$ cat src/hdl/mlr_pkg.sv
// ---------------------------------------------------------------------------
// Mono linear resampler package
// Shared constants and the types that connect the sequencer to the shared
// subtract/compare unit.
// ---------------------------------------------------------------------------
package mlr_pkg;

    localparam int RATE_W     = 18;
    localparam int PHASE_W    = 15;
    localparam int SKIP_W     = 4;
    localparam int SUB_W      = 18;
    localparam int CFG_IDX_W  = 2;
    localparam int CFG_DATA_W = 18;

    localparam logic [RATE_W-1:0]  RATE_MIN   = 18'd4000;
    localparam logic [RATE_W-1:0]  RATE_MAX   = 18'd192000;
    localparam logic [RATE_W-1:0]  RATE_RESET = 18'd48000;
    localparam logic [PHASE_W-1:0] TGT_LO     = 15'd16000;
    localparam logic [PHASE_W-1:0] TGT_HI     = 15'd24000;
    localparam logic [SKIP_W-1:0]  SKIP_MAX   = 4'd15;

    localparam logic [CFG_IDX_W-1:0] CFG_SOURCE_RATE   = 2'd0;
    localparam logic [CFG_IDX_W-1:0] CFG_TARGET_SELECT = 2'd1;
    localparam logic [CFG_IDX_W-1:0] CFG_STEREO_MODE   = 2'd2;

    typedef struct packed {
        logic [SUB_W-1:0] a;
        logic [SUB_W-1:0] b;
    } sub_req_t;

    typedef struct packed {
        logic [SUB_W-1:0] diff;
        logic             ge;
    } sub_res_t;

endpackage

$ cat src/hdl/mlr_sub_unit.sv
// ---------------------------------------------------------------------------
// Shared subtract/compare unit
// Computes a - b and whether a >= b. Serves both the bit-serial divider and
// the phase advance loop.
// ---------------------------------------------------------------------------
module mlr_sub_unit
    import mlr_pkg::*;
(
    input  sub_req_t req,
    output sub_res_t res
);

    logic [SUB_W:0] wide;

    assign wide     = {1'b0, req.a} - {1'b0, req.b};
    assign res.diff = wide[SUB_W-1:0];
    assign res.ge   = ~wide[SUB_W];

endmodule

$ cat src/hdl/mono_linear_resampler_core.sv
// ---------------------------------------------------------------------------
// Mono linear resampler core
// Folds stereo frames to mono (left sample only in mono mode) and resamples them
// by linear interpolation to 16 kHz or 24 kHz, one frame at a time under a small sequencer.
// ---------------------------------------------------------------------------
// One frame is taken at a time; s_ready is high only while the sequencer is
// idle. Each interpolated result runs the bit-serial divider and then the
// phase loop, which subtracts the target rate from the phase once per step;
// a result repeated at the end of a stream runs only the phase loop. The
// divider and the phase loop take turns on one 18-bit subtractor, and the
// interpolation numerator is formed by a multiply-accumulate in states
// ST_MUL1 and ST_MUL2. Waiting on m_ready for the result word adds to the
// time a frame costs. Configuration writes are taken at any time and must
// only be issued while idle.
module mono_linear_resampler_core
    import mlr_pkg::*;
#(
    parameter int SAMPLE_BITS = 16
) (
    input  logic                         aclk,
    input  logic                         aresetn,

    input  logic                         cfg_valid,
    output logic                         cfg_ready,
    input  logic [CFG_IDX_W-1:0]         cfg_index,
    input  logic [CFG_DATA_W-1:0]        cfg_data,

    input  logic                         s_valid,
    output logic                         s_ready,
    input  logic signed [SAMPLE_BITS-1:0] s_left_sample,
    input  logic signed [SAMPLE_BITS-1:0] s_right_sample,
    input  logic                         s_stream_last,

    output logic                         m_valid,
    input  logic                         m_ready,
    output logic signed [SAMPLE_BITS-1:0] m_out_sample,
    output logic                         m_run_last,
    output logic                         m_stream_end
);

    localparam int SB    = SAMPLE_BITS;
    localparam int NUM_W = SB + 16;
    localparam int CNT_W = $clog2(SB);

    typedef enum logic [3:0] {
        ST_IDLE, ST_PEND, ST_LOOP, ST_MUL1, ST_MUL2, ST_DSET, ST_DIV, ST_ADV0,
        ST_ADV1, ST_PLACE, ST_UPD, ST_LPEND, ST_LLOOP, ST_LPLACE, ST_FIN
    } state_t;

    function automatic logic confirmed(input logic [SKIP_W-1:0] skip,
                                       input logic [PHASE_W-1:0] rem,
                                       input logic [SKIP_W-1:0] limit);
        return (skip < limit) || (skip == limit && rem == '0);
    endfunction

    state_t state_reg, state_next;

    logic [RATE_W-1:0]    src_reg, src_next;
    logic                 tsel_reg, tsel_next;
    logic                 stereo_reg, stereo_next;

    logic signed [SB-1:0] cur_reg, cur_next;
    logic                 last_reg, last_next;
    logic signed [SB-1:0] prev_reg, prev_next;
    logic                 have_prev_reg, have_prev_next;
    logic [SKIP_W-1:0]    skip_reg, skip_next;
    logic [PHASE_W-1:0]   rem_reg, rem_next;
    logic                 pend_valid_reg, pend_valid_next;
    logic [SB-1:0]        pend_val_reg, pend_val_next;
    logic                 hold_valid_reg, hold_valid_next;
    logic [SB-1:0]        hold_val_reg, hold_val_next;

    logic signed [NUM_W-1:0] acc_reg, acc_next;
    logic                 neg_reg, neg_next;
    logic [PHASE_W-1:0]   part_reg, part_next;
    logic [SB-1:0]        quo_reg, quo_next;
    logic [CNT_W-1:0]     cnt_reg, cnt_next;
    logic [RATE_W-1:0]    r_reg, r_next;
    logic                 tail_reg, tail_next;

    logic                 m_valid_reg, m_valid_next;
    logic [SB-1:0]        m_sample_reg, m_sample_next;
    logic                 m_run_last_reg, m_run_last_next;
    logic                 m_stream_end_reg, m_stream_end_next;

    logic [RATE_W-1:0]    src_eff;
    logic [PHASE_W-1:0]   tgt;
    logic [PHASE_W-1:0]   w_left;
    logic signed [SB:0]   pair_sum;
    logic signed [SB-1:0] mono;
    logic signed [SB-1:0] mul_a;
    logic signed [15:0]   mul_b;
    logic signed [NUM_W-1:0] prod;
    logic [NUM_W-1:0]     mag;
    logic [PHASE_W:0]     div_trial;
    logic [SB-1:0]        interp_val;
    logic                 out_free;
    logic                 can_put;
    sub_req_t             sub_req;
    sub_res_t             sub_res;

    mlr_sub_unit u_sub (
        .req (sub_req),
        .res (sub_res)
    );

    assign src_eff = (src_reg < RATE_MIN) ? RATE_MIN :
                     (src_reg > RATE_MAX) ? RATE_MAX : src_reg;
    assign tgt     = tsel_reg ? TGT_HI : TGT_LO;
    assign w_left  = tgt - rem_reg;

    // Floor of half the sum is an arithmetic shift of the widened sum.
    assign pair_sum = {s_left_sample[SB-1], s_left_sample}
                    + {s_right_sample[SB-1], s_right_sample};
    assign mono     = stereo_reg ? pair_sum[SB:1] : s_left_sample;

    assign mul_a = (state_reg == ST_MUL1) ? prev_reg : cur_reg;
    assign mul_b = (state_reg == ST_MUL1) ? $signed({1'b0, w_left})
                                          : $signed({1'b0, rem_reg});
    assign prod  = mul_a * mul_b;

    assign mag        = acc_reg[NUM_W-1] ? NUM_W'(-acc_reg) : NUM_W'(acc_reg);
    assign div_trial  = {part_reg, quo_reg[SB-1]};
    assign interp_val = neg_reg ? (~quo_reg + 1'b1) : quo_reg;

    assign sub_req.a = (state_reg == ST_DIV) ? SUB_W'(div_trial) : r_reg;
    assign sub_req.b = SUB_W'(tgt);

    assign out_free = !m_valid_reg || m_ready;
    assign can_put  = !hold_valid_reg || out_free;

    assign cfg_ready    = 1'b1;
    assign s_ready      = (state_reg == ST_IDLE);
    assign m_valid      = m_valid_reg;
    assign m_out_sample = m_sample_reg;
    assign m_run_last   = m_run_last_reg;
    assign m_stream_end = m_stream_end_reg;

    always_comb begin
        state_next        = state_reg;
        src_next          = src_reg;
        tsel_next         = tsel_reg;
        stereo_next       = stereo_reg;
        cur_next          = cur_reg;
        last_next         = last_reg;
        prev_next         = prev_reg;
        have_prev_next    = have_prev_reg;
        skip_next         = skip_reg;
        rem_next          = rem_reg;
        pend_valid_next   = pend_valid_reg;
        pend_val_next     = pend_val_reg;
        hold_valid_next   = hold_valid_reg;
        hold_val_next     = hold_val_reg;
        acc_next          = acc_reg;
        neg_next          = neg_reg;
        part_next         = part_reg;
        quo_next          = quo_reg;
        cnt_next          = cnt_reg;
        r_next            = r_reg;
        tail_next         = tail_reg;
        m_valid_next      = m_valid_reg;
        m_sample_next     = m_sample_reg;
        m_run_last_next   = m_run_last_reg;
        m_stream_end_next = m_stream_end_reg;

        if (m_valid_reg && m_ready) begin
            m_valid_next = 1'b0;
        end

        if (cfg_valid) begin
            case (cfg_index)
                CFG_SOURCE_RATE:   src_next    = cfg_data[RATE_W-1:0];
                CFG_TARGET_SELECT: tsel_next   = cfg_data[0];
                CFG_STEREO_MODE:   stereo_next = cfg_data[0];
                default: ;
            endcase
        end

        // A new result word always parks in the hold register first, so the
        // last word of a frame can still be marked when the frame finishes.
        case (state_reg)
            ST_IDLE: begin
                if (s_valid) begin
                    cur_next   = mono;
                    last_next  = s_stream_last;
                    state_next = have_prev_reg ? ST_PEND : ST_UPD;
                end
            end
            ST_PEND: begin
                if (pend_valid_reg && confirmed(skip_reg, rem_reg, 4'd2)) begin
                    if (can_put) begin
                        if (hold_valid_reg) begin
                            m_valid_next      = 1'b1;
                            m_sample_next     = hold_val_reg;
                            m_run_last_next   = 1'b0;
                            m_stream_end_next = 1'b0;
                        end
                        hold_val_next   = pend_val_reg;
                        hold_valid_next = 1'b1;
                        pend_valid_next = 1'b0;
                        state_next      = ST_LOOP;
                    end
                end else begin
                    state_next = ST_LOOP;
                end
            end
            ST_LOOP: begin
                if (skip_reg == '0) begin
                    state_next = ST_MUL1;
                end else begin
                    skip_next  = skip_reg - 1'b1;
                    state_next = ST_UPD;
                end
            end
            ST_MUL1: begin
                acc_next   = prod;
                state_next = ST_MUL2;
            end
            ST_MUL2: begin
                acc_next   = acc_reg + prod;
                state_next = ST_DSET;
            end
            ST_DSET: begin
                neg_next   = acc_reg[NUM_W-1];
                part_next  = mag[SB+PHASE_W-1:SB];
                quo_next   = mag[SB-1:0];
                cnt_next   = CNT_W'(SB - 1);
                state_next = ST_DIV;
            end
            ST_DIV: begin
                part_next = sub_res.ge ? sub_res.diff[PHASE_W-1:0]
                                       : div_trial[PHASE_W-1:0];
                quo_next  = {quo_reg[SB-2:0], sub_res.ge};
                if (cnt_reg == '0) begin
                    tail_next  = 1'b0;
                    state_next = ST_ADV0;
                end else begin
                    cnt_next = cnt_reg - 1'b1;
                end
            end
            ST_ADV0: begin
                r_next     = src_eff + RATE_W'(rem_reg);
                state_next = ST_ADV1;
            end
            ST_ADV1: begin
                if (sub_res.ge) begin
                    r_next = sub_res.diff[RATE_W-1:0];
                    if (skip_reg != SKIP_MAX) begin
                        skip_next = skip_reg + 1'b1;
                    end
                end else begin
                    rem_next   = r_reg[PHASE_W-1:0];
                    state_next = tail_reg ? ST_LPLACE : ST_PLACE;
                end
            end
            ST_PLACE: begin
                if (confirmed(skip_reg, rem_reg, 4'd2)) begin
                    if (can_put) begin
                        if (hold_valid_reg) begin
                            m_valid_next      = 1'b1;
                            m_sample_next     = hold_val_reg;
                            m_run_last_next   = 1'b0;
                            m_stream_end_next = 1'b0;
                        end
                        hold_val_next   = interp_val;
                        hold_valid_next = 1'b1;
                        state_next      = ST_LOOP;
                    end
                end else begin
                    // Kept back until a later frame shows it is inside the stream.
                    pend_val_next   = interp_val;
                    pend_valid_next = 1'b1;
                    state_next      = ST_LOOP;
                end
            end
            ST_UPD: begin
                prev_next      = cur_reg;
                have_prev_next = 1'b1;
                state_next     = last_reg ? ST_LPEND : ST_FIN;
            end
            ST_LPEND: begin
                if (pend_valid_reg && confirmed(skip_reg, rem_reg, 4'd1)) begin
                    if (can_put) begin
                        if (hold_valid_reg) begin
                            m_valid_next      = 1'b1;
                            m_sample_next     = hold_val_reg;
                            m_run_last_next   = 1'b0;
                            m_stream_end_next = 1'b0;
                        end
                        hold_val_next   = pend_val_reg;
                        hold_valid_next = 1'b1;
                        pend_valid_next = 1'b0;
                        state_next      = ST_LLOOP;
                    end
                end else begin
                    pend_valid_next = 1'b0;
                    state_next      = ST_LLOOP;
                end
            end
            ST_LLOOP: begin
                if (skip_reg == '0) begin
                    tail_next  = 1'b1;
                    state_next = ST_ADV0;
                end else begin
                    state_next = ST_FIN;
                end
            end
            ST_LPLACE: begin
                if (confirmed(skip_reg, rem_reg, 4'd1)) begin
                    if (can_put) begin
                        if (hold_valid_reg) begin
                            m_valid_next      = 1'b1;
                            m_sample_next     = hold_val_reg;
                            m_run_last_next   = 1'b0;
                            m_stream_end_next = 1'b0;
                        end
                        hold_val_next   = cur_reg;
                        hold_valid_next = 1'b1;
                        state_next      = ST_LLOOP;
                    end
                end else begin
                    state_next = ST_LLOOP;
                end
            end
            ST_FIN: begin
                if (!hold_valid_reg || out_free) begin
                    if (hold_valid_reg) begin
                        m_valid_next      = 1'b1;
                        m_sample_next     = hold_val_reg;
                        m_run_last_next   = 1'b1;
                        m_stream_end_next = last_reg;
                        hold_valid_next   = 1'b0;
                    end
                    if (last_reg) begin
                        prev_next       = '0;
                        have_prev_next  = 1'b0;
                        skip_next       = '0;
                        rem_next        = '0;
                        pend_valid_next = 1'b0;
                    end
                    state_next = ST_IDLE;
                end
            end
            default: begin
                state_next = ST_IDLE;
            end
        endcase
    end

    always_ff @(posedge aclk) begin
        if (!aresetn) begin
            state_reg      <= ST_IDLE;
            src_reg        <= RATE_RESET;
            tsel_reg       <= 1'b0;
            stereo_reg     <= 1'b1;
            have_prev_reg  <= 1'b0;
            skip_reg       <= '0;
            rem_reg        <= '0;
            pend_valid_reg <= 1'b0;
            hold_valid_reg <= 1'b0;
            m_valid_reg    <= 1'b0;
            tail_reg       <= 1'b0;
            cnt_reg        <= '0;
        end else begin
            state_reg      <= state_next;
            src_reg        <= src_next;
            tsel_reg       <= tsel_next;
            stereo_reg     <= stereo_next;
            have_prev_reg  <= have_prev_next;
            skip_reg       <= skip_next;
            rem_reg        <= rem_next;
            pend_valid_reg <= pend_valid_next;
            hold_valid_reg <= hold_valid_next;
            m_valid_reg    <= m_valid_next;
            tail_reg       <= tail_next;
            cnt_reg        <= cnt_next;
        end
        cur_reg          <= cur_next;
        last_reg         <= last_next;
        prev_reg         <= prev_next;
        pend_val_reg     <= pend_val_next;
        hold_val_reg     <= hold_val_next;
        acc_reg          <= acc_next;
        neg_reg          <= neg_next;
        part_reg         <= part_next;
        quo_reg          <= quo_next;
        r_reg            <= r_next;
        m_sample_reg     <= m_sample_next;
        m_run_last_reg   <= m_run_last_next;
        m_stream_end_reg <= m_stream_end_next;
    end

endmodule

$ cat config.mk
export PLATFORM = sky130hd
export DESIGN_NAME = mono_linear_resampler_core
export DESIGN_NICKNAME = d
export VERILOG_FILES = /design/src/hdl/mlr_pkg.sv /design/src/hdl/mlr_sub_unit.sv /design/src/hdl/mono_linear_resampler_core.sv
export SDC_FILE = /design/constraint.sdc
export NUM_CORES = 1
export LEC_CHECK = 0
export ABC_AREA = 1
export BUFFER_PORTS_ARGS = -buffer_cell sky130_fd_sc_hd__buf_2
export CAP_MARGIN = 20
export CORE_MARGIN = 2
export CORE_UTILIZATION = 50
export CTS_BUF_LIST = sky130_fd_sc_hd__clkbuf_8
export DETAILED_ROUTE_END_ITERATION = 6
export GPL_ROUTABILITY_DRIVEN = 0
export PLACE_DENSITY = 0.69
export SYNTH_ARGS = -nofsm -noshare
export SYNTH_HDL_FRONTEND = slang
export SYNTH_SLANG_ARGS = --single-unit
$ cat constraint.sdc
create_clock -name aclk -period 9.4 [get_ports aclk]
set_input_delay 1.41 -clock aclk [delete_from_list [all_inputs] [get_ports aclk]]
set_output_delay 1.41 -clock aclk [all_outputs]
set_load 0.005 [all_outputs]
After elaboration in Yosys (flattened, before gate mapping)
Index checks and enable logic that the tools add are counted.
- register bits after elaboration: 217
- input port bits: 58
- logic and storage cells: 228
- mux-type cells: 105
- reduce and logical (&&, ||, !) cells: 43
- multiply operators: 1
- eq/ne operators: 37
- bitwise operators: 3
- add/sub/neg operators: 10
- $lt $le $gt $ge: 4
- operators by type and width (operator ; count):
    16-bit two-way mux ; 18
    15-bit two-way mux ; 6
    16-bit case mux with 5 select lines ; 1
    4-bit two-way mux ; 19
    18-bit two-way mux ; 4
    16-bit case mux with 2 select lines ; 2
    16-bit case mux with 4 select lines ; 1
    32-bit case mux with 2 select lines ; 1
    15-bit case mux with 2 select lines ; 2
    4-bit case mux with 15 select lines ; 1
    1-bit two-way mux ; 37
    18-bit case mux with 2 select lines ; 1
    32-bit adder ; 1
    16-bit by 16-bit multiplier with 32-bit output ; 1
    2-bit inequality test, second input constant ; 16
    31-bit two-way mux ; 1
    31-bit negation ; 1
    4-bit equality test, second input constant ; 7
    1-bit case mux with 5 select lines ; 4
    18-bit by 15-bit subtractor with 19-bit output ; 1
    18-bit by 15-bit adder with 18-bit output ; 1
    18-bit greater-than comparator, second input constant ; 1
    18-bit by 12-bit less-than comparator with 1-bit output, second input constant ; 1
    16-bit by 16-bit adder with 17-bit output ; 1
    other kinds (36) ; 74

Longest topological paths before layout
Gate-level depths: netlist (run 1).
- word-level depth: 6
- depth in mapped cells: 49
- gate-level depth less buffers: 48

Hierarchy
A second synthesis (run 1) with hierarchy kept.
- cells, all modules: 3560
- area total of the unflattened synthesis: 26177.6 µm²
- by module, submodules not included (module ; cells an instance ; sequential area each (µm²) ; times used ; area each (µm²)):
    mono_linear_resampler_core ; 3360 ; 5995.8 ; 1 ; 25106.6
    mlr_sub_unit ; 200 ; 0.0 ; 1 ; 1071.0

Worst setup path before layout (run 1)
No wires, ideal clock.
- path kind: reg-to-reg
- from: reg tsel_reg
- to: reg acc_reg[20] (data pin)
- library setup time: 0.254 ns
- arrival: 7.825 ns
- stages on the path, launching flop included: 37
- setup slack: 1.322 ns
- clock period less this slack: 8.078 ns
- buffers on the path: 1
- cells stage by stage: dfxtp_1 -> inv_1 -> ha_1 -> nand2_1 -> nor2_1 -> nand3_1 -> nand3_1 -> nand2_1 -> or2_2 -> nand2_1 -> buf_2 -> nand2_1 -> fa_1 -> inv_1 -> fa_1 -> fa_1 -> fa_1 -> fa_1 -> inv_1 -> fa_1 -> inv_1 -> ha_1 -> a21oi_1 -> o21ai_0 -> o21bai_1 -> a21o_1 -> or2_0 -> and2_1 -> ha_1 -> a21oi_1 -> a21boi_0 -> o21ai_0 -> a21oi_1 -> nand2_1 -> or2_2 -> nand3_1 -> nand2_1
- longest elaborated chain between the ends: 6
- ends and longest elaborated chain (item ; RTL line ; source):
    start: declaration ; mono_linear_resampler_core.sv:59 ; logic tsel_reg, tsel_next;
    start signal: assignment ; mono_linear_resampler_core.sv:367 ; tsel_reg <= tsel_next;
    15-bit two-way mux (*) ; mono_linear_resampler_core.sv:109 ; assign tgt = tsel_reg ? TGT_HI : TGT_LO;
    15-bit subtractor (*) ; mono_linear_resampler_core.sv:110 ; assign w_left = tgt - rem_reg;
    15-bit two-way mux (*) ; mono_linear_resampler_core.sv:118 ; assign mul_b = (state_reg == ST_MUL1) ? $signed({1'b0, w_left})
    16-bit by 16-bit multiplier with 32-bit output (*) ; mono_linear_resampler_core.sv:120 ; assign prod = mul_a * mul_b;
    32-bit adder ; mono_linear_resampler_core.sv:220 ; acc_next = acc_reg + prod;
    32-bit case mux with 2 select lines (*) ; mono_linear_resampler_core.sv:181 ; case (state_reg)
    via acc_next[20] ; mono_linear_resampler_core.sv:73 ; logic signed [NUM_W-1:0] acc_reg, acc_next;
    end signal: assignment ; mono_linear_resampler_core.sv:383 ; acc_reg <= acc_next;
    end: declaration ; mono_linear_resampler_core.sv:73 ;
Mark *: on every way through the listed nets, which the timed path passes. The rest lies on a longest branch.
A chain may end at the register's enable or synchronous reset.

Final worst setup path (run 1)
- from: reg rem_reg[1]
- to: reg acc_reg[31] (data pin)
- longest elaborated chain between the ends: 5
- ends and longest elaborated chain (item ; RTL line ; source):
    start: declaration ; mono_linear_resampler_core.sv:67 ; logic [PHASE_W-1:0] rem_reg, rem_next;
    start signal: assignment ; mono_linear_resampler_core.sv:371 ; rem_reg <= rem_next;
    15-bit subtractor ; mono_linear_resampler_core.sv:110 ;
    15-bit two-way mux (*) ; mono_linear_resampler_core.sv:118 ;
    16-bit by 16-bit multiplier with 32-bit output (*) ; mono_linear_resampler_core.sv:120 ;
    32-bit adder ; mono_linear_resampler_core.sv:220 ;
    32-bit case mux with 2 select lines (*) ; mono_linear_resampler_core.sv:181 ;
    via acc_next[31] ; mono_linear_resampler_core.sv:73 ;
Marks and branches as above.

==> results of run 1 <==
-- metrics by stage --
stage | hold slack [ns] | worst slack [ns] | cells | util | cell area (um^2)
floorplan | 0.400 | 1.32 | 3350 | - | 25400
global placement | 0.403 | 0.346 | 4067 | 0.531 | 26600
detailed placement | 0.405 | 0.371 | 4067 | 0.531 | 26600
CTS | 0.419 | 0.305 | 4137 | 0.547 | 27400
global route | 0.427 | -0.0685 | 4141 | 0.549 | 27500
finish | 0.415 | 0.535 | 4141 | 0.549 | 27500
-- logic make-up after synthesis --
kind of cell,synth area share
other cells,0.000148
buf+inv,0.109
simple gates,0.240
fa+ha+maj,0.277
flops,0.236
xor+xnor,0.0317
compound gates,0.106
-- repair_timing --
item	4_1_cts	5_1_grt
gates resized for setup	0	23
buffers inserted	0	4
setup endpoints to repair	0	11
-- cells in the final DEF (no fill, tap or decap), types with 8 or more instances in the layout --
master	netlist	routed
sky130_fd_sc_hd__nand3_1	167	167
sky130_fd_sc_hd__nand2_2	12	12
sky130_fd_sc_hd__nor3_1	31	26
sky130_fd_sc_hd__edfxtp_1	165	165
sky130_fd_sc_hd__o211ai_1	27	27
sky130_fd_sc_hd__a21oi_2	12	14
sky130_fd_sc_hd__clkinv_1	6	14
sky130_fd_sc_hd__buf_4	4	48
sky130_fd_sc_hd__nand2_1	762	760
sky130_fd_sc_hd__nor2_1	347	343
sky130_fd_sc_hd__o21ai_1	7	10
sky130_fd_sc_hd__o21bai_1	17	17
sky130_fd_sc_hd__dfxtp_1	52	52
sky130_fd_sc_hd__ha_1	163	163
sky130_fd_sc_hd__a21o_1	9	9
sky130_fd_sc_hd__buf_2	14	77
sky130_fd_sc_hd__o21ai_2	8	8
sky130_fd_sc_hd__nand3b_1	13	13
sky130_fd_sc_hd__xnor2_1	26	26
sky130_fd_sc_hd__inv_1	640	648
sky130_fd_sc_hd__o31ai_1	8	8
sky130_fd_sc_hd__fa_1	249	247
sky130_fd_sc_hd__a21oi_1	147	145
sky130_fd_sc_hd__nand4_1	54	54
sky130_fd_sc_hd__clkbuf_8	0	43
sky130_fd_sc_hd__o21ai_0	188	185
sky130_fd_sc_hd__xor2_1	64	62
sky130_fd_sc_hd__a31oi_1	9	9
sky130_fd_sc_hd__or2_2	16	16
-- worst register-to-register path: cells and delay by family, from the launching register on --
kind / cells / cell delay [ns]
compound gates: 3 / 0.64
xor+xnor: 2 / 0.51
fa+ha+maj: 9 / 3.92
buf+inv: 8 / 0.93
flops: 1 / 0.38
simple gates: 18 / 2.21
-- layout make-up --
class,instances,area [um^2],area share
clock buffers,43,592,0.0215
clock inverters,27,180,0.00655
inverters,650,2450,0.0890
repair buffers,125,746,0.0271
multi-input cells,2407,16700,0.607
flip-flops and latches,217,6000,0.218
well taps,672,841,0.0306
-- per-layer routing --
layer	track usage	part of all wire
met4	0.0816	0.032
met3	0.0574	0.087
met1	0.386	0.44
met5	0	0
met2	0.424	0.44
-- worst min path at each step --
stage	depth (start not counted)	to	from	slack [ns]
after CTS	0	m_out_sample[0]$_DFFE_PP_	hold_val_reg[0]$_DFFE_PP_	0.42
final	0	m_out_sample[5]$_DFFE_PP_	hold_val_reg[5]$_DFFE_PP_	0.42
after global routing	0	m_out_sample[1]$_DFFE_PP_	hold_val_reg[1]$_DFFE_PP_	0.43
after floorplan	0	m_out_sample[0]$_DFFE_PP_	hold_val_reg[0]$_DFFE_PP_	0.40
after detailed placement	0	m_out_sample[0]$_DFFE_PP_	hold_val_reg[0]$_DFFE_PP_	0.41
after global placement	0	m_out_sample[0]$_DFFE_PP_	hold_val_reg[0]$_DFFE_PP_	0.40
==> summary by stage, run 1 <==
Outcome
The run finished with clean final reports.

Worst setup path
The data required time of the worst path is ~10 ns. On the critical path, the stage with the largest delay is an instance of sky130_fd_sc_hd__fa_1. The worst setup path is launched from a register.

The depth of the most critical reg-to-reg path is 40. Together, buffers and inverters on the worst path number 8. The critical path launch point is rem_reg[1]$_SDFFE_PN0P_. The critical register-to-register path endpoint is acc_reg[31]$_DFFE_PP_. In this design, the critical path's most frequently occurring cell is sky130_fd_sc_hd__nand2_1. The number of stages on the worst setup path is 40. Of all nets on the critical path, the largest fanout is 8. The worst setup path is captured at a register.

The cell class contributing the biggest share of worst-path delay is adder cells. In this design, the stage delay of the slowest critical-path cell is approximately 0.57 ns. The worst endpoint data arrival time is 9.20 ns.

The flop-to-flop setup slack is 0.54 ns. The classification of the worst setup path is register to register. The startpoint of the most critical register-to-register path is rem_reg[1]$_SDFFE_PN0P_.

The capturing instance or port of the critical path is acc_reg[31]$_DFFE_PP_.

Logic synthesis
The commonest cells after synthesis are sky130_fd_sc_hd__nand2_1, sky130_fd_sc_hd__inv_1, sky130_fd_sc_hd__nor2_1, sky130_fd_sc_hd__fa_1, sky130_fd_sc_hd__o21ai_0. The count of flip-flops with a built-in enable after synthesis is 165. The number of instances in the synthesized netlist is approximately 3400. When the netlist entered floorplanning its net count stood at 3820. The most instantiated flip-flop cell in the synthesis netlist is sky130_fd_sc_hd__edfxtp_1. Averaged over all synthesized cells, the footprint is about 7.6 um^2. By area the synthesized netlist is led by sky130_fd_sc_hd__fa_1, sky130_fd_sc_hd__edfxtp_1, sky130_fd_sc_hd__nand2_1.

The sequential fraction of the synthesis area is 0.236. The synthesized design spends more area on one cell type than any other, namely sky130_fd_sc_hd__fa_1. In this run, synthesis produced a sequential element count of 217.

Yosys printed 0 warnings. The area of the mapped netlist is approximately 25000 um^2. Of the post-synthesis cell area, the dominant cell type holds 0.197. Counting flops with an async set or reset pin after synthesis yields a share of 0. The most common cell in the netlist is sky130_fd_sc_hd__nand2_1. In this run, distinct cell masters in the synthesized netlist total 63.

Final layout
The flip-flop count of the largest register after layout is 32. The fraction of final layout cells sized beyond drive strength 1 is 0.0770. The filler cell count is 4741. The repair_antennas step left the layout with diodes totalling 0. The net count of the finished layout is 3910. Compared with the post-synthesis result, the final layout area differs by 8.39%.

Clock tree
The cts-stage hold buffer count is 0. The H-tree generated during clock tree synthesis spans 2 levels. The post-CTS clock slew at the launch and capture registers of the worst setup and hold paths is 0.09 ns. The clock tree from TritonCTS is yes. The number of clock buffers added by TritonCTS is 39. The clock reaches the later pin of the worst-skew pair after 0.62 ns. The worst-case clock buffer depth is 3. The clock sink count is 217. The clock tree root buffer cell is sky130_fd_sc_hd__clkbuf_8.

STA
Derived from the worst setup path, the maximum achievable clock frequency is 113 MHz. The summed negative setup slack over all endpoints is 0 ns. Setup repair after global routing could not meet its margin everywhere.

The total setup violations reported at the end of the flow is 0. The number of failing hold endpoints at the final stage is 0. Counting I/O delays and the setup requirement, the final critical path takes between 8 and 9 ns.

The remaining max-slew budget at the tightest pin is 0.437. For the final database, setup skew stands at 0.0621 ns. Of the available clock period, the critical path in the final layout requires 0.943.

The number of pins exceeding their max-slew limit in the final report is 0. At the pin with the least slew margin, the transition time is 0.843 ns.

Flow run
Across the run, the number of max-cap violations was 0.

Routing
The number of design-rule violations left by the first detailed-router iteration is between 2000 and 2500. The via count is 22292. The final layout contains routed wiring with a total length of roughly 70 mm. Once detail routing completed, the nets flagged for antenna violations numbered 0. The number of vias per cell is ~5.4. The routed length per placed instance is 17.1 um. In the routed design, unresolved DRC markers number 0.

The first detailed-routing pass took 6 iterations.

Place
Input and output buffers added on the ports amount to 77. The detailed placement HPWL is 57.0 mm.

Floorplanning
The die covers about 53000 um^2. The die is 229 um tall. Row generation in the floorplan step produced 82 rows. The die width is 229 um. The count of boundary I/O pins is 79. The core region is 50100 um^2.

The initial core utilization is 0.507.

GRT
The number of global-route vias before repair is approximately 21000. Global routing finished with a remaining overflow of 0. The wire length of the first global-routing pass is 114 mm. Across every metal layer, demand over resource in global routing totals 0.274. The pin count of the biggest net entering global routing is 58. The initial antenna violation count is 1.

Worst hold path
The path type of the worst min-delay path is register to register.
Power of run 1 is not shown: default switching activity piles up to over one toggle a cycle in this logic, so the estimate is an artifact.
==> inputs of run 2 (changes only) <==
Settings changed: CTS_BUF_LIST sky130_fd_sc_hd__clkbuf_8 to not set, SKIP_CTS_REPAIR_TIMING set to 1.
==> summary by stage, run 2 (same netlist as run 1, synthesis figures left out) <==
Worst setup path
The critical path in this run is classified as register to register. Among the stages of the critical path, the cell type that occurs most often is sky130_fd_sc_hd__nand2_1. STA classifies the critical path startpoint as a register.

The biggest cell delay along the critical path is 0.57 ns (about the same). The peak fanout along the critical path is 8 (unchanged). The endpoint kind of the worst setup timing path is a register. The slowest stage of the critical path belongs to the cell sky130_fd_sc_hd__fa_1. The data required time of the worst path is 9.70 ns (-0.04 ns). The worst endpoint data arrival time is 9.21 ns (about the same).

Final layout
The number of diodes added for antenna fixing came to 0 (unchanged). The filler cell count came to 4737 (-0.084%). The final net count was 3896 (-0.36%). The flip-flop count of the largest register after layout is 32 (unchanged). The area growth from synthesis to final layout is 8.46% (about the same). The final design instance area without fill is 27500 um^2 (about the same). Leaving out fill and tap cells, the most frequent cell in the layout is sky130_fd_sc_hd__nand2_1. The fraction of final layout cells sized beyond drive strength 1 was 0.0721 (-0.00490). In the layout the commonest cells are sky130_fd_sc_hd__nand2_1, sky130_fd_sc_hd__inv_1, sky130_fd_sc_hd__nor2_1, sky130_fd_sc_hd__fa_1, sky130_fd_sc_hd__o21ai_0.

Clock tree
The post-CTS clock slew at the launch and capture registers of the worst setup and hold paths was 0.06 ns (-0.03 ns). The number of buffers inserted during clock tree synthesis is 25 (-36%). The clock tree from TritonCTS is yes. The insertion delay of the later-clocked pin in the worst-skew pair is 0.56 ns (-0.06 ns). The clock sink count came to 217 (unchanged). The H-tree depth is 1 (-1). The worst-case clock buffer depth came to 3 (unchanged). The clock tree root buffer cell is sky130_fd_sc_hd__clkbuf_16.

GRT
The total congestion overflow after global routing is 0 (unchanged). The number of global-route vias before repair is 21073 (-0.80%). The initial antenna violation count is 0 (-1). The global-route usage over all layers was 0.271 (-0.00226). The wire length of the first global-routing pass is 114 mm (-0.57%). The pin count of the biggest net entering global routing is 58 (unchanged).

STA
The final critical-path share of the clock period was 0.948 (+0.00506). The remaining max-slew budget at the tightest pin is 0.429 (-0.00705). The total setup violations reported at the end of the flow came to 0 (unchanged). Setup repair after global routing could not meet its margin everywhere. The post-layout minimum cycle time is 8.91 ns (+0.0476 ns). The transition time at the pin with the least slew margin was 0.854 ns (+0.0105 ns).

The final setup skew is 0.0289 ns (-0.0332 ns). The number of failing hold endpoints at the final stage is 0 (unchanged). The achievable frequency is 112 MHz (-0.53%). The number of pins exceeding their max-slew limit in the final report is 0 (unchanged).

Floorplanning
The core footprint is 50100 um^2 (unchanged). The initial core utilization is 0.507 (unchanged). The height of the die was 229 um (unchanged).

The count of boundary I/O pins is 79 (unchanged). The die width was 229 um (unchanged). The floorplan row count is 82 (unchanged).

The overall die area is 52500 um^2 (unchanged).

Place
The detailed placement HPWL was 57.0 mm (unchanged). The total placed instance area is 26600 um^2 (unchanged). The number of port buffers was 77 (unchanged).

Worst hold path
The path type of the worst min-delay path is register to register.

Routing
The count of TritonRoute iterations in the first routing pass is 5 (-1). The number of vias per cell is 5.39 (about the same). The via count is 22160 (-0.59%).

The final antenna-violating net count was 0 (unchanged). The total routed wirelength came to 70.7 mm (-0.27%). The total DRC errors in the routed layout is 0 (unchanged). The routed length per placed instance is 17.2 um (+0.41%). The number of design-rule violations left by the first detailed-router iteration is 2063 (+2.7%).

Flow run
The max-cap check violation count came to 0 (unchanged).

Outcome
The flow ran to the end, and the final reports show no timing, DRC or antenna violations.
run 2: cell types whose count changed in the layout (fill, tap and decap cells not counted), moves of 2 or more:
cell and change:
sky130_fd_sc_hd__clkbuf_1 +5, sky130_fd_sc_hd__clkbuf_16 +26, sky130_fd_sc_hd__clkbuf_8 -43, sky130_fd_sc_hd__clkinv_1 -4
sky130_fd_sc_hd__clkinv_2 -2, sky130_fd_sc_hd__inv_1 -10
run 2: critical path, delay by kind of cell, from the launching register on:
kind,cells,cell delay [ns]
adder cells (fa/ha/maj),9,3.87
AO/OA/AOI/OAI,5,1.06
XOR/XNOR,1,0.23
AND/OR/NAND/NOR,16,2.23
flip-flops,1,0.37
buffers and inverters,7,0.89
run 2: worst paths after layout:
check	from	endpoint	slack, ns	cells past startpoint
max	rem_reg[1]$_SDFFE_PN0P_	acc_reg[27]$_DFFE_PP_	0.49	38
min	hold_val_reg[15]$_DFFE_PP_	m_out_sample[15]$_DFFE_PP_	0.42	0
max reg2reg	rem_reg[1]$_SDFFE_PN0P_	acc_reg[27]$_DFFE_PP_	0.49	38
min reg2reg	hold_val_reg[15]$_DFFE_PP_	m_out_sample[15]$_DFFE_PP_	0.42	0
run 2: metal layers:
metal | vias to the layer above | global-route usage | part of all wire
li1 | 10765 | - | -
met4 | 0 | 0.0700 | 0.029
met2 | 893 | 0.426 | 0.45
met5 | - | 0 | 0
met3 | 121 | 0.0489 | 0.083
met1 | 10381 | 0.388 | 0.44
run 2: metrics by stage:
step	utilization	worst slack (ns)	cells	hold slack [ns]	setup TNS, ns
2_1_floorplan	-	1.32	3350	0.400	0
3_3_place_gp	0.531	0.346	4067	0.403	0
3_5_place_dp	0.531	0.371	4067	0.405	0
4_1_cts	0.547	0.291	4109	0.419	0
5_1_grt	0.549	-0.0180	4113	0.425	-0.0306
6_report	0.549	0.488	4113	0.418	0
run 2: final cells by class:
class,instances,area (um^2),area share
multi-input cells,2407,16700,0.607
flip-flops and latches,217,6000,0.218
inverters,650,2450,0.0889
well taps,672,841,0.0306
repair buffers,125,746,0.0271
clock buffers,31,669,0.0243
clock inverters,11,120,0.00437
Power of run 2 is left out for the same reason.
==> inputs of run 3 (changes only) <==
Settings changed: GPL_TIMING_DRIVEN set to 0.
==> summary by stage, run 3 (same netlist as run 1, synthesis figures left out) <==
Worst setup path
The worst endpoint data arrival time is 9.33 ns (+0.12 ns). The data required time of the worst path is 9.71 ns (about the same). The peak fanout along the critical path is 10 (+2). The biggest cell delay along the critical path is 0.55 ns (-0.02 ns). The flop-to-flop setup slack is 0.38 ns (-0.11 ns). In this run the critical register-to-register path is captured at acc_reg[31]$_DFFE_PP_. The standard cell with the maximum stage delay on the critical path is sky130_fd_sc_hd__fa_1. The launching element type of the critical path is a register. The classification of the worst setup path is register to register. In this design, the critical path's most frequently occurring cell is sky130_fd_sc_hd__nand2_1.

The depth of the most critical reg-to-reg path is 40 (+5.3%). The endpoint kind of the worst setup timing path is a register. The startpoint of the most critical register-to-register path is tsel_reg$_SDFFE_PN0P_.

GRT
The initial antenna violation count was 0 (unchanged). The number of global-route vias before repair is 22066 (+4.7%). The wire length of the first global-routing pass was 117 mm (+2.6%).

The total congestion overflow after global routing is 0 (unchanged). The pin count of the biggest net entering global routing is 26 (-55%). The global-route usage over all layers is 0.281 (+0.00965).

Routing
The number of vias per cell was 5.43 (+0.76%). The total DRC errors in the routed layout is 0 (unchanged). The via count is 22583 (+1.9%). The number of design-rule violations left by the first detailed-router iteration is 2027 (-1.7%).

The final antenna-violating net count came to 0 (unchanged). The routed length per placed instance came to 17.6 um (+2.6%). The count of TritonRoute iterations in the first routing pass is 6 (+1).

The total routed wirelength was 73.4 mm (+3.8%).

Floorplanning
The initial core utilization is 0.507 (unchanged). The die width is 229 um (unchanged). The floorplan row count is 82 (unchanged). The count of boundary I/O pins is 79 (unchanged). The height of the die is 229 um (unchanged). The core footprint is 50100 um^2 (unchanged). The overall die area is 52500 um^2 (unchanged).

Clock tree
The number of buffers inserted during clock tree synthesis is 25 (unchanged). The clock sink count is 217 (unchanged). TritonCTS built the clock tree. The clock tree root buffer cell is sky130_fd_sc_hd__clkbuf_16. The H-tree depth is 1 (unchanged). The post-CTS clock slew at the launch and capture registers of the worst setup and hold paths came to 0.06 ns (about the same). The insertion delay of the later-clocked pin in the worst-skew pair is 0.55 ns (about the same). The worst-case clock buffer depth is 3 (unchanged).

Worst hold path
The path type of the worst min-delay path is register to register. The cell depth of the worst min-delay path is 0 (unchanged). The hold path endpoint is m_out_sample[5]$_DFFE_PP_. The hold path startpoint is hold_val_reg[5]$_DFFE_PP_.

STA
The tightest hold margin was 0.418 ns (+0.000438 ns). The final critical-path share of the clock period was 0.960 (+0.0115). The remaining max-slew budget at the tightest pin is 0.358 (-0.0713). The number of pins exceeding their max-slew limit in the final report is 0 (unchanged).

The post-layout minimum cycle time is 9.02 ns (+0.108 ns). The number of failing hold endpoints at the final stage was 0 (unchanged). The final setup skew is 0.0187 ns (-0.0102 ns). The achievable frequency is 111 MHz (-1.2%). The total setup violations reported at the end of the flow is 0 (unchanged). The transition time at the pin with the least slew margin came to 0.962 ns (+0.108 ns). The smallest setup slack after layout came to 0.380 ns (-0.108 ns).

Final layout
The final net count is 3939 (+1.1%). The number of diodes added for antenna fixing came to 0 (unchanged). In the layout the commonest cells are sky130_fd_sc_hd__nand2_1, sky130_fd_sc_hd__inv_1, sky130_fd_sc_hd__nor2_1, sky130_fd_sc_hd__fa_1, sky130_fd_sc_hd__o21ai_0.

The most common cell after layout, fill and taps aside is sky130_fd_sc_hd__nand2_1. The area growth from synthesis to layout is 10.2%. The fraction of final layout cells sized beyond drive strength 1 was 0.0874 (+0.0154). The flip-flop count of the largest register after layout is 32 (unchanged).

Place
The setup slack after placement came to -0.484 ns (-0.855 ns). The number of port buffers was 77 (unchanged). The detailed placement HPWL is 59.9 mm (+5.1%).

Outcome
The flow ran to the end, and the final reports show no timing, DRC or antenna violations.

Flow run
The max-cap check violation count came to 0 (unchanged).
[run 3: worst max path at each step]
stage	from	to	slack (ns)	cells after the start
finish	tsel_reg$_SDFFE_PN0P_	acc_reg[31]$_DFFE_PP_	0.38	40
detailed placement	rem_reg[0]$_SDFFE_PN0P_	acc_reg[20]$_DFFE_PP_	-0.48	37
floorplan	tsel_reg$_SDFFE_PN0P_	acc_reg[20]$_DFFE_PP_	1.32	36
CTS	rem_reg[0]$_SDFFE_PN0P_	acc_reg[20]$_DFFE_PP_	-0.51	37
global placement	rem_reg[0]$_SDFFE_PN0P_	acc_reg[20]$_DFFE_PP_	-0.39	37
global route	tsel_reg$_SDFFE_PN0P_	acc_reg[31]$_DFFE_PP_	-0.06	41
[run 3: final cells by class]
| cell class | count | area [um^2] |
|---|---|---|
| plain buffers | 75 | 367 |
| clock buffers | 31 | 658 |
| clock inverters | 15 | 163 |
| fillers | 4814 | 22100 |
| inverters | 650 | 2460 |
| multi-input cells | 2407 | 16900 |
| flip-flops and latches | 217 | 6000 |
| well taps | 672 | 841 |
| repair buffers | 93 | 553 |
[run 3: critical path: cells and delay by family (launching register included)]
| family | cells | cell delay, ns |
|---|---|---|
| buffers and inverters | 8 | 0.85 |
| flip-flops | 1 | 0.45 |
| adder cells (fa/ha/maj) | 9 | 4.27 |
| XOR/XNOR | 1 | 0.16 |
| AND/OR/NAND/NOR | 17 | 2.01 |
| AO/OA/AOI/OAI | 5 | 1.05 |
[run 3: metrics by stage]
| stage | util | setup TNS [ns] | instance area (um^2) | instances |
|---|---|---|---|---|
| final | 0.558 | 0 | 27900 | 4160 |
| after global routing | 0.558 | -0.107 | 27900 | 4160 |
| after CTS | 0.549 | -3.04 | 27500 | 4150 |
| after detailed placement | 0.533 | -2.51 | 26700 | 4104 |
| after global placement | 0.531 | -2.39 | 26600 | 4099 |
| after floorplan | - | 0 | 25400 | 3350 |
[run 3: routing by layer]
layer  track usage  share of wire
met4         0.107          0.040
met2         0.470           0.47
met3        0.0400          0.070
met1         0.371           0.42
met5             0              0
Power of run 3 is left out for the same reason.
